### config.mk
export PLATFORM = sky130hd
export DESIGN_NAME = key_string_hash
export DESIGN_NICKNAME = d
export VERILOG_FILES = /design/src/rtl/ksh_pkg.sv /design/src/rtl/key_string_hash.sv
export SDC_FILE = /design/constraint.sdc
export NUM_CORES = 1
export LEC_CHECK = 0
export ABC_AREA = 1
export BUFFER_PORTS_ARGS = -buffer_cell sky130_fd_sc_hd__buf_4
export CELL_PAD_IN_SITES_DETAIL_PLACEMENT = 0
export CELL_PAD_IN_SITES_GLOBAL_PLACEMENT = 1
export CORE_ASPECT_RATIO = 0.75
export CORE_UTILIZATION = 30
export DETAILED_ROUTE_END_ITERATION = 8
export PLACE_DENSITY_LB_ADDON = 0.1
export SYNTH_ARGS = -nofsm -noshare
export SYNTH_HDL_FRONTEND = slang
export SYNTH_SLANG_ARGS = --single-unit
export TNS_END_PERCENT = 20
### constraint.sdc
create_clock -name clk -period 8.1 [get_ports clk]
set_input_delay 0.81 -clock clk [delete_from_list [all_inputs] [get_ports clk]]
set_output_delay 0.81 -clock clk [all_outputs]
set_load 0.02 [all_outputs]
### src/rtl/ksh_pkg.sv
// ----------------------------------------------------------------------------
// ksh_pkg
// Shared types and constants of the key string hash block.
// ----------------------------------------------------------------------------
package ksh_pkg;

    localparam int KEY_W   = 8;
    localparam int CHUNK_W = 16;
    localparam int ACC_W   = 29;
    localparam int INDEX_W = 16;

    // Position inside a key; code 3 is unused and behaves like POS_SKIP
    localparam logic [1:0] POS_SKIP = 2'd0;
    localparam logic [1:0] POS_LOW  = 2'd1;
    localparam logic [1:0] POS_HIGH = 2'd2;

    localparam logic [KEY_W-1:0] TERM_NUL = 8'h00;
    localparam logic [KEY_W-1:0] TERM_GT  = 8'h3E;

    // Largest chunk: 255 + (255 << 7)
    localparam logic [CHUNK_W-1:0] CHUNK_MAX = 16'd32895;

    typedef logic [ACC_W-1:0] acc_t;

    function automatic logic is_term(input logic [KEY_W-1:0] b);
        is_term = (b == TERM_NUL) || (b == TERM_GT);
    endfunction

endpackage

### src/rtl/key_string_hash.sv
// ----------------------------------------------------------------------------
// key_string_hash
// Bucket index of a key that arrives one byte per transfer.
// ----------------------------------------------------------------------------
// Takes one key byte per cycle while in_stall is low; the first byte of
// every key is dropped, and a byte of 0x00 or 0x3E after it ends the key.
// A finished key gives one hash_index transfer once its terminating byte
// has passed the chunk, square, m0, m1, m2 and output registers. The path
// is: chunk register, squaring multiplier, accumulator XOR, then a reciprocal
// multiply, a quotient-times-modulus multiply and a compare-subtract for the
// modulo. Each stage moves on as soon as the stage after it has room, so
// in_stall rises only when every stage holds an item behind a stalled output.
// ----------------------------------------------------------------------------
module key_string_hash
    import ksh_pkg::*;
#(
    parameter int HASH_MODULUS = 65519
)
(
    input  logic               clk,
    input  logic               rst_n,
    input  logic               in_valid,
    output logic               in_stall,
    input  logic [KEY_W-1:0]   key_byte,
    output logic               out_valid,
    input  logic               out_stall,
    output logic [INDEX_W-1:0] hash_index
);

    localparam int Q_W  = ACC_W;
    localparam int R_W  = ACC_W + 1;
    localparam int MUL_W = ACC_W + Q_W;
    localparam logic [Q_W-1:0] MOD_RECIP =
        Q_W'((64'd1 << ACC_W) / HASH_MODULUS);
    localparam logic [R_W-1:0] MOD_R = R_W'(HASH_MODULUS);

    // Front key state
    logic [1:0]        pos_reg, pos_next;
    logic [KEY_W-1:0]  pend_reg, pend_next;

    // Chunk stage
    logic               c_valid_reg;
    logic               c_last_reg;
    logic [CHUNK_W-1:0] c_chunk_reg;

    // Square stage
    logic               s_valid_reg;
    logic               s_last_reg;
    acc_t               s_fold_reg;

    // Accumulator and modulo stages
    acc_t               acc_reg, acc_next;
    logic               m0_valid_reg;
    acc_t               m0_x_reg;
    logic               m1_valid_reg;
    acc_t               m1_x_reg;
    logic [Q_W-1:0]     m1_q_reg;
    logic               m2_valid_reg;
    acc_t               m2_x_reg;
    logic [R_W-1:0]     m2_qm_reg;
    logic               out_valid_reg;
    logic [INDEX_W-1:0] out_index_reg;

    logic               accept;
    logic               term;
    logic               c_load;
    logic [CHUNK_W-1:0] chunk_in;
    logic               free_out, free_m2, free_m1, free_m0, free_s, free_c;
    logic [2*CHUNK_W-1:0] square;
    logic [MUL_W-1:0]   recip_prod;
    logic [Q_W+R_W-1:0] qm_prod;
    logic [R_W-1:0]     rem_raw;
    logic [R_W-1:0]     rem_fix;
    acc_t               acc_fold;

    // Room in each stage: empty, or its item moves on this cycle
    assign free_out = !out_valid_reg || !out_stall;
    assign free_m2  = !m2_valid_reg || free_out;
    assign free_m1  = !m1_valid_reg || free_m2;
    assign free_m0  = !m0_valid_reg || free_m1;
    assign free_s   = !s_valid_reg || !s_last_reg || free_m0;
    assign free_c   = !c_valid_reg || free_s;

    assign in_stall = !free_c;
    assign accept   = in_valid && free_c;
    assign term     = is_term(key_byte);

    always_comb
    begin
        pos_next  = pos_reg;
        pend_next = pend_reg;
        c_load    = 1'b0;
        chunk_in  = '0;
        if (accept)
        begin
            unique case (pos_reg)
                POS_LOW:
                begin
                    if (term)
                    begin
                        c_load    = 1'b1;
                        pos_next  = POS_SKIP;
                    end
                    else
                    begin
                        pend_next = key_byte;
                        pos_next  = POS_HIGH;
                    end
                end
                POS_HIGH:
                begin
                    c_load = 1'b1;
                    if (term)
                    begin
                        chunk_in = CHUNK_W'(pend_reg);
                        pos_next = POS_SKIP;
                    end
                    else
                    begin
                        chunk_in = CHUNK_W'(pend_reg) + {1'b0, key_byte, 7'd0};
                        pos_next = POS_LOW;
                    end
                    pend_next = '0;
                end
                default:
                begin
                    // drop the first byte of a key
                    pos_next = POS_LOW;
                end
            endcase
        end
    end

    always_ff @(posedge clk or negedge rst_n)
    begin
        if (!rst_n)
        begin
            pos_reg  <= POS_SKIP;
            pend_reg <= '0;
        end
        else
        begin
            pos_reg  <= pos_next;
            pend_reg <= pend_next;
        end
    end

    // Chunk stage
    always_ff @(posedge clk or negedge rst_n)
    begin
        if (!rst_n)
            c_valid_reg <= 1'b0;
        else if (free_c)
            c_valid_reg <= c_load;
    end

    always_ff @(posedge clk)
    begin
        if (free_c && c_load)
        begin
            c_chunk_reg <= chunk_in;
            c_last_reg  <= term;
        end
    end

    // Square stage
    assign square = c_chunk_reg * c_chunk_reg;

    always_ff @(posedge clk or negedge rst_n)
    begin
        if (!rst_n)
            s_valid_reg <= 1'b0;
        else if (free_s)
            s_valid_reg <= c_valid_reg;
    end

    always_ff @(posedge clk)
    begin
        if (free_s && c_valid_reg)
        begin
            s_fold_reg <= square[ACC_W+1:2];
            s_last_reg <= c_last_reg;
        end
    end

    // Accumulator: fold in, and clear once the key's total moves on
    assign acc_fold = acc_reg ^ s_fold_reg;

    always_comb
    begin
        acc_next = acc_reg;
        if (s_valid_reg && free_s)
            acc_next = s_last_reg ? '0 : acc_fold;
    end

    always_ff @(posedge clk or negedge rst_n)
    begin
        if (!rst_n)
        begin
            acc_reg      <= '0;
            m0_valid_reg <= 1'b0;
        end
        else
        begin
            acc_reg <= acc_next;
            if (free_m0)
                m0_valid_reg <= s_valid_reg && s_last_reg;
        end
    end

    always_ff @(posedge clk)
    begin
        if (free_m0 && s_valid_reg && s_last_reg)
            m0_x_reg <= acc_fold;
    end

    // Quotient estimate: floor(x * floor(2^29 / M) / 2^29), low by at most one
    assign recip_prod = MUL_W'(m0_x_reg) * MUL_W'(MOD_RECIP);

    always_ff @(posedge clk or negedge rst_n)
    begin
        if (!rst_n)
            m1_valid_reg <= 1'b0;
        else if (free_m1)
            m1_valid_reg <= m0_valid_reg;
    end

    always_ff @(posedge clk)
    begin
        if (free_m1 && m0_valid_reg)
        begin
            m1_x_reg <= m0_x_reg;
            m1_q_reg <= recip_prod[MUL_W-1:ACC_W];
        end
    end

    // Quotient times modulus; only the low bits matter for the remainder
    assign qm_prod = (Q_W+R_W)'(m1_q_reg) * (Q_W+R_W)'(MOD_R);

    always_ff @(posedge clk or negedge rst_n)
    begin
        if (!rst_n)
            m2_valid_reg <= 1'b0;
        else if (free_m2)
            m2_valid_reg <= m1_valid_reg;
    end

    always_ff @(posedge clk)
    begin
        if (free_m2 && m1_valid_reg)
        begin
            m2_x_reg  <= m1_x_reg;
            m2_qm_reg <= qm_prod[R_W-1:0];
        end
    end

    // Remainder lands in [0, 2M): one correcting subtract
    assign rem_raw = {1'b0, m2_x_reg} - m2_qm_reg;
    assign rem_fix = (rem_raw >= MOD_R) ? (rem_raw - MOD_R) : rem_raw;

    always_ff @(posedge clk or negedge rst_n)
    begin
        if (!rst_n)
            out_valid_reg <= 1'b0;
        else if (free_out)
            out_valid_reg <= m2_valid_reg;
    end

    always_ff @(posedge clk)
    begin
        if (free_out && m2_valid_reg)
            out_index_reg <= rem_fix[INDEX_W-1:0];
    end

    assign out_valid  = out_valid_reg;
    assign hash_index = out_index_reg;

    // Checks
    a_index_range: assert property (@(posedge clk) disable iff (!rst_n)
        out_valid |-> (32'(hash_index) < 32'(HASH_MODULUS)))
        else $error("hash_index not below the modulus");

    a_acc_clear: assert property (@(posedge clk) disable iff (!rst_n)
        (s_valid_reg && s_last_reg && free_s) |=> (acc_reg == '0))
        else $error("accumulator not cleared after key end");

    a_stall_full: assert property (@(posedge clk) disable iff (!rst_n)
        in_stall |-> (c_valid_reg && s_valid_reg && s_last_reg && m0_valid_reg
                      && m1_valid_reg && m2_valid_reg && out_valid_reg))
        else $error("input stalled with room in the pipeline");

    a_chunk_range: assert property (@(posedge clk) disable iff (!rst_n)
        c_valid_reg |-> (c_chunk_reg <= CHUNK_MAX))
        else $error("chunk out of range");

    a_rem_range: assert property (@(posedge clk) disable iff (!rst_n)
        m2_valid_reg |-> (rem_raw < (MOD_R << 1)))
        else $error("quotient estimate off by more than one");

endmodule

======== Word-level counts from Yosys, hierarchy flattened ========
Cells that the tools add are included.
storage, ports and cells
  bits in registers ....................... 239
  input bits .............................. 12
  word-level logic and storage cells ...... 77
  output and inout port bits .............. 18
operators by class
  multiply operators ...................... 3
  bitwise operators ....................... 3
  eq/ne operators ......................... 4
  reduce and logical (&&, ||, !) cells .... 32
  order comparisons ....................... 1
  multiplexer cells ....................... 11
  add/sub/neg operators ................... 3
operators with widths
  cell                    count
  $mul 29x13->42 const B  1
  $mul 16x16->31          1
  $ge 30x16->1 const B    1
  $mul 14x16->30 const B  1
  $sub 29x30->30          1
  $mux 29                 1
  $xor 29x29->29          1
  $add 8x15->16           1
  $mux 16                 1
  $mux 8                  2
  $pmux 8 s2              1
  $sub 16x16->16 const B  1
  $logic_and 1x1->1       10
  $logic_not 1->1         9
  $eq 8x6->1 const B      1
  $logic_not 8->1         1
  $logic_or 1x1->1        8
  $pmux 2 s2              1
  $mux 1                  3
  $reduce_and 3->1        1
  $reduce_or 3->1         1
  $eq 2x1->1 const B      1
  $eq 2x2->1 const B      1
  $mux 2                  1
  5 further kinds         6

======== Depth between registers and ports, before layout ========
Gate-level depths: netlist (run 1).
  depth after elaboration ................. 10
  depth in mapped cells ................... 27
  depth with buffers taken out ............ 26

======== Worst setup path after synthesis (run 1) ========
OpenSTA, ideal clock, no wires.
  kind .................................... reg-to-reg
  start point ............................. reg c_chunk_reg[4]
  end point ............................... reg s_fold_reg[26] (data pin)
  data arrival time ....................... 5598 ps
  path slack .............................. 2244 ps
  required time ........................... 7842 ps
  cell stages (with the launch flop) ...... 23
  buffers on the path ..................... 2
  setup time .............................. 258 ps
  period minus slack after synthesis ...... 5856 ps
  path through ............................ edfxtp_1 > clkbuf_1 > clkbuf_1 > nand2_1 > fa_1 > inv_1 > fa_1 > fa_1 > fa_1 > fa_1 > inv_1 > fa_1 > inv_1 > ha_1 > nand2_1 > nor4_1 > o21ai_0 > nand3_1 > nand2_1 > nand2_1 > nand3_1 > nand2_1 > xor2_1
between the ends
  longest elaborated chain between the ends .. 1
RTL lines
  item                    RTL line                RTL
  from (decl)             key_string_hash.sv:44   logic [CHUNK_W-1:0] c_chunk_reg;
  from (signal assigned)  key_string_hash.sv:161  c_chunk_reg <= chunk_in;
  $mul 16x16->31          key_string_hash.sv:167  assign square = c_chunk_reg * c_chunk_reg;
  named net square[28]    key_string_hash.sv:69   logic [2*CHUNK_W-1:0] square;
  to (signal assigned)    key_string_hash.sv:181  s_fold_reg <= square[ACC_W+1:2];
  to (decl)               key_string_hash.sv:49   acc_t s_fold_reg;
The timed path passes the listed nets, and every way through them passes these cells.
A chain may end at the register's enable or synchronous reset.

======== Worst setup path in the final report (run 1) ========
  start point ............................. reg c_chunk_reg[14]
  end point ............................... reg s_fold_reg[27] (data pin)
The elaborated chain is that of the path after synthesis.

==> impl_metrics.yaml, run 1 <==
run_status:
  outcome: "completed"
setup_path:
  worstRegToRegCells: 17
  worstReg2RegEnd: "s_fold_reg[27]"
  end_kind: "register"
  slowest_delay_ns: 0.92
  start_kind: "register"
  required_ns: 8.36
  crit_path_top_delay_cell: "edfxtp_1"
  cp_common_cell: "fa_1"
  rrSetupSlack_ns: 0.98
  startpoint: "c_chunk_reg[14]"
  critPathKind: "register to register"
  cp_cell_sequence: "nand2_1, fa_1, inv_1, fa_1, fa_1, fa_1, fa_1, inv_1, fa_1, inv_1, ha_1, a21oi_1, a21boi_0, o21bai_1, a221oi_1, o21ai_0, xor2_1"
  cp_max_fo: 16
  crit_arrival_ns: 7.38
  r2r-start: "c_chunk_reg[14]"
route:
  dr.pass1.iters: 5
  wl_um: 62800
  vias: 17100
  drc_errors: 0
  via_per_inst: 4.45
  drtAntennaViolNets: 0
  routedWlPerCell_um: 16.4
  drt_iter0_drc: 1057
logic_synthesis:
  ys_seq_elements: 239
  ys_seq_area_frac: 0.285
  synthCells: 2733
  ys.flop_type: "edfxtp_1"
  syn_area_mm2: 0.0244
  synth_cell_types: 51
  ys_warn_count: 0
  syn_area_per_cell_um2: 8.92
  synthTopCellsByArea: "edfxtp_1 24%, fa_1 22%, ha_1 14%"
  synthTopCellsByCount: "685 x inv_1, 587 x nand2_1, 277 x ha_1, 264 x fa_1, 194 x edfxtp_1"
  synth_edf_count: 194
  syn-num-nets: 3286
  synth_top_cell_by_area: "edfxtp_1"
  synth.top_cell.area_share: 0.239
  synth_most_common_cell: "inv_1"
  synth_async_sr_flop_share: 0.188
timing:
  final.setup.tns_ns: 0
  worst_slew_pin_slew_ns: 1.15
  rsz0062_at_grt: "false"
  max_freq_mhz: 140
  fin_crit_sh: 0.879
  setup_viol: 0
  fin_crit_ns: 7.12
  hold_viol: 0
  timing.slew.headroom: 0.232
  fin_skew_ns: 0.0181
  drv_slew: 0
clock_tree:
  cts-root-buf: "clkbuf_16"
  cts_resized: 0
  numClockSinks: 239
  cts_hold_buffers: 0
  cts_buffer_depth: 3
  numCtsBuffers: 27
  post_cts_buffers: 0
  cts_tree: "yes"
  htree_num_levels: 1
  clock_latency_ns: 0.57
  clk_pin_slew_ns: 0.06
global_routing:
  grt_pass1_vias: 18100
  grt_pass1_wl_um: 103000
  grt_overflow: 0
  antenna_found_initial: 1
  grt_usage: 0.159
  grt_max_degree: 60
placement:
  gp_congestion: 0.850
  place_area_mm2: 0.0258
  portBuffers: 29
  dp_hpwl_um: 53500
floorplan:
  chipHeight_um: 249
  start_util: 0.303
  io_pins: 30
  die_x_um: 331
  core_area_mm2: 0.0804
  die_area_mm2: 0.0825
  rows: 90
layout:
  num-fill-cells: 8478
  multi_input_area_mm2: 0.0147
  diodes: 0
  regArea_mm2: 0.00695
  area_growth_syn_to_layout_pct: 9.32
  nets: 3311
  largest_register_ffs: 30
  drive_gt1_frac: 0.0400
  fin_area_mm2: 0.0267
job:
  drv_cap: 0
worst_hold_path:
  hold_path.class: "primary input to async pin"
worst max-delay path by stage:
stage	cells after the start	endpoint	slack, ns
floorplan	22	s_fold_reg[26]	2.24
global placement	20	s_fold_reg[27]	1.11
detailed placement	17	s_fold_reg[27]	1.14
CTS	17	s_fold_reg[27]	1.09
global route	20	s_fold_reg[27]	0.80
finish	17	s_fold_reg[27]	0.98
final cells by class:
cell class | count | share of cell area
Sequential cell | 239 | 0.261
Inverter | 695 | 0.0978
Multi-Input combinational cell | 1760 | 0.550
Clock buffer | 34 | 0.0267
Tap cell | 1058 | 0.0496
Timing Repair Buffer | 35 | 0.00985
Clock inverter | 13 | 0.00479
logic make-up after synthesis:
family / after synthesis / synth area share
DFF: 239 / 0.285
adders and majority gates: 541 / 0.359
AOI/OAI and AO/OA: 223 / 0.0506
xor gates and xnor gates: 123 / 0.0451
and+or+nand+nor: 873 / 0.147
buffers and inverters: 734 / 0.114
worst max-delay path, delay by kind of cell (launching register included):
kind / cells / cell delay (ns)
buffers and inverters: 3 / 0.16
and+or+nand+nor: 1 / 0.18
DFF: 1 / 0.92
adders and majority gates: 7 / 3.57
AOI/OAI and AO/OA: 5 / 1.69
xor gates and xnor gates: 1 / 0.27
layout by cell type (no fill, tap or decap), types with 3 or more instances in the layout:
cell	instances
inv_1	684
nand2_1	587
ha_1	277
fa_1	264
edfxtp_1	194
nor2_1	128
a21oi_1	91
nand3_1	84
o21ai_0	83
xor2_1	62
xnor2_1	58
dfrtp_1	45
buf_4	35
clkbuf_16	27
nand4_1	25
nor3_1	13
o21bai_1	9
a31oi_1	9
inv_2	9
clkinv_2	7
nor2_2	6
nand2_2	6
o22ai_1	6
clkbuf_1	6
nor4_1	5
nand3b_1	5
nor2_4	4
nor3b_1	3
a21o_1	3
a211oi_1	3
o31ai_1	3
o21a_1	3
xor2_2	3
per-layer routing:
layer	vias up	track usage	share of wire
li1	8475	-	-
met1	8270	0.257	0.56
met2	273	0.224	0.39
met3	37	0.0204	0.039
met4	0	0.0237	0.012
met5	-	0	0
per-stage QoR:
stage               hold slack [ns]  setup slack [ns]  std cells   util
floorplan                     0.400              2.24       2733      -
global placement              0.405              1.11       3787  0.321
detailed placement            0.405              1.14       3787  0.321
CTS                           0.254              1.09       3834  0.332
global route                  0.286             0.800       3834  0.332
finish                        0.264             0.980       3834  0.332
Power of run 1 is not shown: default switching activity piles up to over one toggle a cycle in this logic, so the estimate is an artifact.
==> inputs of run 2 (changes only) <==
==> constraint.sdc (replaced) <==
create_clock -name clk -period 8.55 [get_ports clk]
set_input_delay 0.855 -clock clk [delete_from_list [all_inputs] [get_ports clk]]
set_output_delay 0.855 -clock clk [all_outputs]
set_load 0.02 [all_outputs]
==> run 2 against run 1 <==
Effect of this change:
- wire length shrank 0.33%
- largest cell class unchanged
- register-to-register slack improved by 0.60 ns
- clock skew rose by 0.0026 ns
- core utilization rose by 0.15 points
- flip-flop and latch count is the same
- via count grew 0.36%
- final cell count rose by 0.13%
- clock-buffer cell count up 5
==> impl_metrics.yaml, run 2 (synthesis gave the netlist of run 1 again) <==
placement:
  portBuffers: 29
  gp_congestion: 0.850
  dp_hpwl_um: 53400
route:
  vias: 17100
  dr.pass1.iters: 5
  drt_iter0_drc: 1028
  drc_errors: 0
  wl_um: 62600
  drtAntennaViolNets: 0
  routedWlPerCell_um: 16.3
  via_per_inst: 4.46
clock_tree:
  cts_tree: "yes"
  cts-root-buf: "clkbuf_16"
  htree_num_levels: 1
  clk_pin_slew_ns: 0.06
  cts_resized: 0
  numCtsBuffers: 28
  cts_buffer_depth: 3
  post_cts_buffers: 0
  clock_latency_ns: 0.57
  numClockSinks: 239
  cts_hold_buffers: 0
floorplan:
  chipHeight_um: 249
  io_pins: 30
  core_area_mm2: 0.0804
  start_util: 0.303
  rows: 90
  die_area_mm2: 0.0825
  die_x_um: 331
worst_hold_path:
  hold_path.class: "primary input to async pin"
timing:
  max_freq_mhz: 144
  fin_skew_ns: 0.0207
  hold_viol: 0
  timing.slew.headroom: 0.206
  drv_slew: 0
  fin_crit_sh: 0.815
  worst_slew_pin_slew_ns: 1.19
  setup_viol: 0
  final.setup.tns_ns: 0
  fin_crit_ns: 6.96
  rsz0062_at_grt: "false"
global_routing:
  grt_pass1_vias: 18300
  antenna_found_initial: 1
  grt_pass1_wl_um: 103000
  grt_overflow: 0
  grt_max_degree: 60
  grt_usage: 0.159
setup_path:
  cp_max_fo: 16
  cp_common_cell: "fa_1"
  startpoint: "c_chunk_reg[14]"
  path_buf_inv: 2
  crit_path_top_delay_cell: "edfxtp_1"
  r2r-start: "c_chunk_reg[14]"
  start_kind: "register"
  crit_arrival_ns: 7.23
  end_kind: "register"
  required_ns: 8.82
  path_delay_family: "adder cells"
  cp_cell_sequence: "nand2_1, xor2_1, ha_1, o21bai_1, fa_1, fa_1, fa_1, fa_1, inv_1, fa_1, inv_1, ha_1, a21oi_1, a21boi_0, o21bai_1, a221oi_1, o21ai_0, xor2_1"
  critPathKind: "register to register"
  slowest_delay_ns: 0.86
layout:
  drive_gt1_frac: 0.0406
  num-fill-cells: 8520
  area_growth_syn_to_layout_pct: 9.82
  diodes: 0
  nets: 3312
  largest_register_ffs: 30
  final_cell_mix: "684 x inv_1, 587 x nand2_1, 277 x ha_1, 264 x fa_1, 194 x edfxtp_1"
  final_common_cell: "inv_1"
run_status:
  outcome: "completed"
job:
  drv_cap: 0
[run 2: cell count changes in the layout (fill, tap and decap cells not counted), sizes merged]
cell / previous run / this run
bufinv: 2 / 3
clkinv: 10 / 9
clkbuf: 34 / 39
inv: 694 / 696
clkinvlp: 2 / 0
[run 2: worst reg2reg max path: stages (launching register included)]
cell,delay (ns)
edfxtp_1,0.86
nand2_1,0.24
xor2_1,0.22
ha_1,0.18
o21bai_1,0.20
fa_1,0.52
fa_1,0.52
fa_1,0.51
fa_1,0.54
inv_1,0.05
fa_1,0.53
inv_1,0.04
ha_1,0.34
a21oi_1,0.23
a21boi_0,0.26
o21bai_1,0.18
a221oi_1,0.51
o21ai_0,0.45
xor2_1,0.27
[run 2: cell type report]
type / instances / area (um2) / share of cell area
Clock inverter: 13 / 158 / 0.00589
Multi-Input combinational cell: 1760 / 14700 / 0.548
Inverter: 695 / 2610 / 0.0974
Timing Repair Buffer: 35 / 263 / 0.00981
Clock buffer: 39 / 805 / 0.0300
Sequential cell: 239 / 6950 / 0.260
Tap cell: 1058 / 1320 / 0.0494
[run 2: final timing paths]
| check | endpoint | slack [ns] | cells past startpoint |
|---|---|---|---|
| hold reg to reg | m2_x_reg[11] | 0.41 | 0 |
| setup reg to reg | s_fold_reg[27] | 1.59 | 18 |
| max in group asynchronous | acc_reg[27] | 7.77 | 1 |
| hold / removal | c_valid_reg | 0.30 | 1 |
| min in group clk | m2_x_reg[11] | 0.41 | 0 |
| setup / recovery | s_fold_reg[27] | 1.59 | 18 |
[run 2: stage by stage]
stage / setup slack (ns) / cells / hold slack, ns / util / area, um2
after detailed placement: 1.64 / 3787 / 0.405 / 0.321 / 25800
final: 1.59 / 3839 / 0.301 / 0.333 / 26800
after global placement: 1.56 / 3787 / 0.405 / 0.321 / 25800
after floorplan: 2.69 / 2733 / 0.400 / - / 24400
after CTS: 1.59 / 3839 / 0.290 / 0.333 / 26800
after global routing: 1.26 / 3839 / 0.318 / 0.333 / 26800
[run 2: metal layers]
layer | wire length [um] | GRT usage | vias up
li1 | - | - | 8473
met1 | 34500 | 0.254 | 8320
met2 | 24300 | 0.224 | 288
met3 | 3110 | 0.0248 | 36
met4 | 749 | 0.0247 | 0
met5 | 0 | 0 | -
Power of run 2 is left out for the same reason.
==> inputs of run 3 (changes only) <==
==> constraint.sdc (replaced) <==
create_clock -name clk -period 6.5 [get_ports clk]
set_input_delay 0.65 -clock clk [delete_from_list [all_inputs] [get_ports clk]]
set_output_delay 0.65 -clock clk [all_outputs]
set_load 0.02 [all_outputs]
==> run 3 against run 2 <==
Effect of this change:
- clock-buffer cell count fell by 4
- sequential share of layout area shrank 0.31 points
- clock skew about the same
- flip-flop and latch count unchanged
- final cell count grew 1.0%
- core utilization grew 0.40 points
- first-iteration DRC count down 4.3%
- via count fell by 0.15%
- wire length is 0.80% lower
- final area grew 1.2%
- critical endpoint is now s_fold_reg[26]
==> impl_metrics.yaml, run 3 (synthesis gave the netlist of run 1 again) <==
setup_path:
  required_ns: 6.81
  slowest_delay_ns: 0.61
  end_kind: "register"
  crit_path_top_delay_cell: "edfxtp_1"
  cp_cell_sequence: "nand2_1, inv_1, fa_1, inv_1, fa_1, inv_1, fa_1, fa_1, fa_1, inv_1, fa_1, inv_1, ha_1, a21oi_1, o21ai_0, a21oi_2, nand3_2, nand2_1, nand2_1, nand3_1, nand2_1, xor2_1"
  rrSetupSlack_ns: 0.27
  start_kind: "register"
  crit_arrival_ns: 6.54
  cp_max_fo: 9
  critPathKind: "register to register"
  cp_common_cell: "fa_1"
placement:
  dp_hpwl_um: 53200
  portBuffers: 29
  gp_congestion: 0.860
global_routing:
  grt_pass1_vias: 18100
  grt_overflow: 0
  grt_max_degree: 60
  grt_usage: 0.158
  antenna_found_initial: 1
  grt_pass1_wl_um: 102000
clock_tree:
  numClockSinks: 239
  clock_latency_ns: 0.58
  cts-root-buf: "clkbuf_16"
  htree_num_levels: 1
  clk_pin_slew_ns: 0.07
  numCtsBuffers: 28
  cts_buffer_depth: 3
  cts_tree: "yes"
  cts_hold_buffers: 0
floorplan:
  rows: 90
  die_area_mm2: 0.0825
  io_pins: 30
  start_util: 0.303
  die_x_um: 331
  chipHeight_um: 249
  core_area_mm2: 0.0804
job:
  drv_cap: 0
timing:
  rsz0062_at_grt: "false"
  setup_viol: 0
  drv_slew: 0
  fin_crit_ns: 6.23
  worst_slew_pin_slew_ns: 1.15
  timing.slew.headroom: 0.230
  fin_skew_ns: 0.0209
  final.setup.tns_ns: 0
  fin_crit_sh: 0.959
  max_freq_mhz: 160
  hold_viol: 0
layout:
  final_cell_mix: "684 x inv_1, 587 x nand2_1, 277 x ha_1, 264 x fa_1, 194 x edfxtp_1"
  nets: 3353
  final_common_cell: "inv_1"
  largest_register_ffs: 30
  area_growth_syn_to_layout_pct: 11.1
  diodes: 0
  drive_gt1_frac: 0.0574
worst_hold_path:
  hold_path.class: "primary input to async pin"
route:
  drc_errors: 0
  vias: 17100
  wl_um: 62100
  drtAntennaViolNets: 0
  routedWlPerCell_um: 16.0
  drt_iter0_drc: 984
  via_per_inst: 4.41
  dr.pass1.iters: 7
run_status:
  outcome: "completed"
run 3: changes by cell type in the layout (fill, tap and decap cells not counted), sizes merged:
cell,delta
clkbuf,-4
inv,-1
clkinv,+2
clkinvlp,+3
buf,+41
bufinv,-1
run 3: final timing paths:
kind | start | endpoint | cells past startpoint
max in group asynchronous | rst_n | acc_reg[25] | 1
max reg2reg | c_chunk_reg[5] | s_fold_reg[26] | 22
max | c_chunk_reg[5] | s_fold_reg[26] | 22
min in group clk | out_stall | out_valid | 3
min | rst_n | pos_reg[1] | 1
min reg2reg | m1_x_reg[6] | m2_x_reg[6] | 0
run 3: routing by layer:
layer	wire, um	up-vias	track usage
met2	23900	216	0.221
met1	35500	8271	0.261
met5	0	-	0
li1	-	8559	-
met4	629	0	0.0210
met3	2130	46	0.0147
run 3: critical path: cells and delay by family (launching register included):
family	cells	cell delay [ns]
XOR/XNOR	1	0.14
flip-flops	1	0.61
AO/OA/AOI/OAI	3	0.80
adder cells (fa/ha/maj)	7	3.42
buffers and inverters	5	0.28
AND/OR/NAND/NOR	6	0.70
run 3: per-stage QoR:
step                worst slack, ns  cell area (um2)   util  hold WS, ns  std cells
finish                        0.267            27100  0.337       0.0973       3879
global route                 0.0165            27100  0.337        0.130       3879
floorplan                     0.644            24400      -        0.354       2733
global placement             0.0625            26100  0.324        0.406       3819
CTS                          0.0592            27000  0.336       0.0890       3870
detailed placement           0.0218            26100  0.324        0.405       3819
run 3: area by class of cell:
class / instances / area [um2]
clock inverters: 16 / 146
fillers: 8433 / 53300
clock buffers: 35 / 758
repair buffers: 76 / 591
well taps: 1058 / 1320
multi-input cells: 1760 / 14700
flip-flops and latches: 239 / 6950
inverters: 695 / 2610
run 3: timing repair:
item | CTS | global route
setup endpoints to repair | 1 | 7
pin swaps | 0 | 0
gates cloned | 0 | 0
setup buffers | 0 | 9
resized for setup | 1 | 10
Power of run 3 is left out for the same reason.
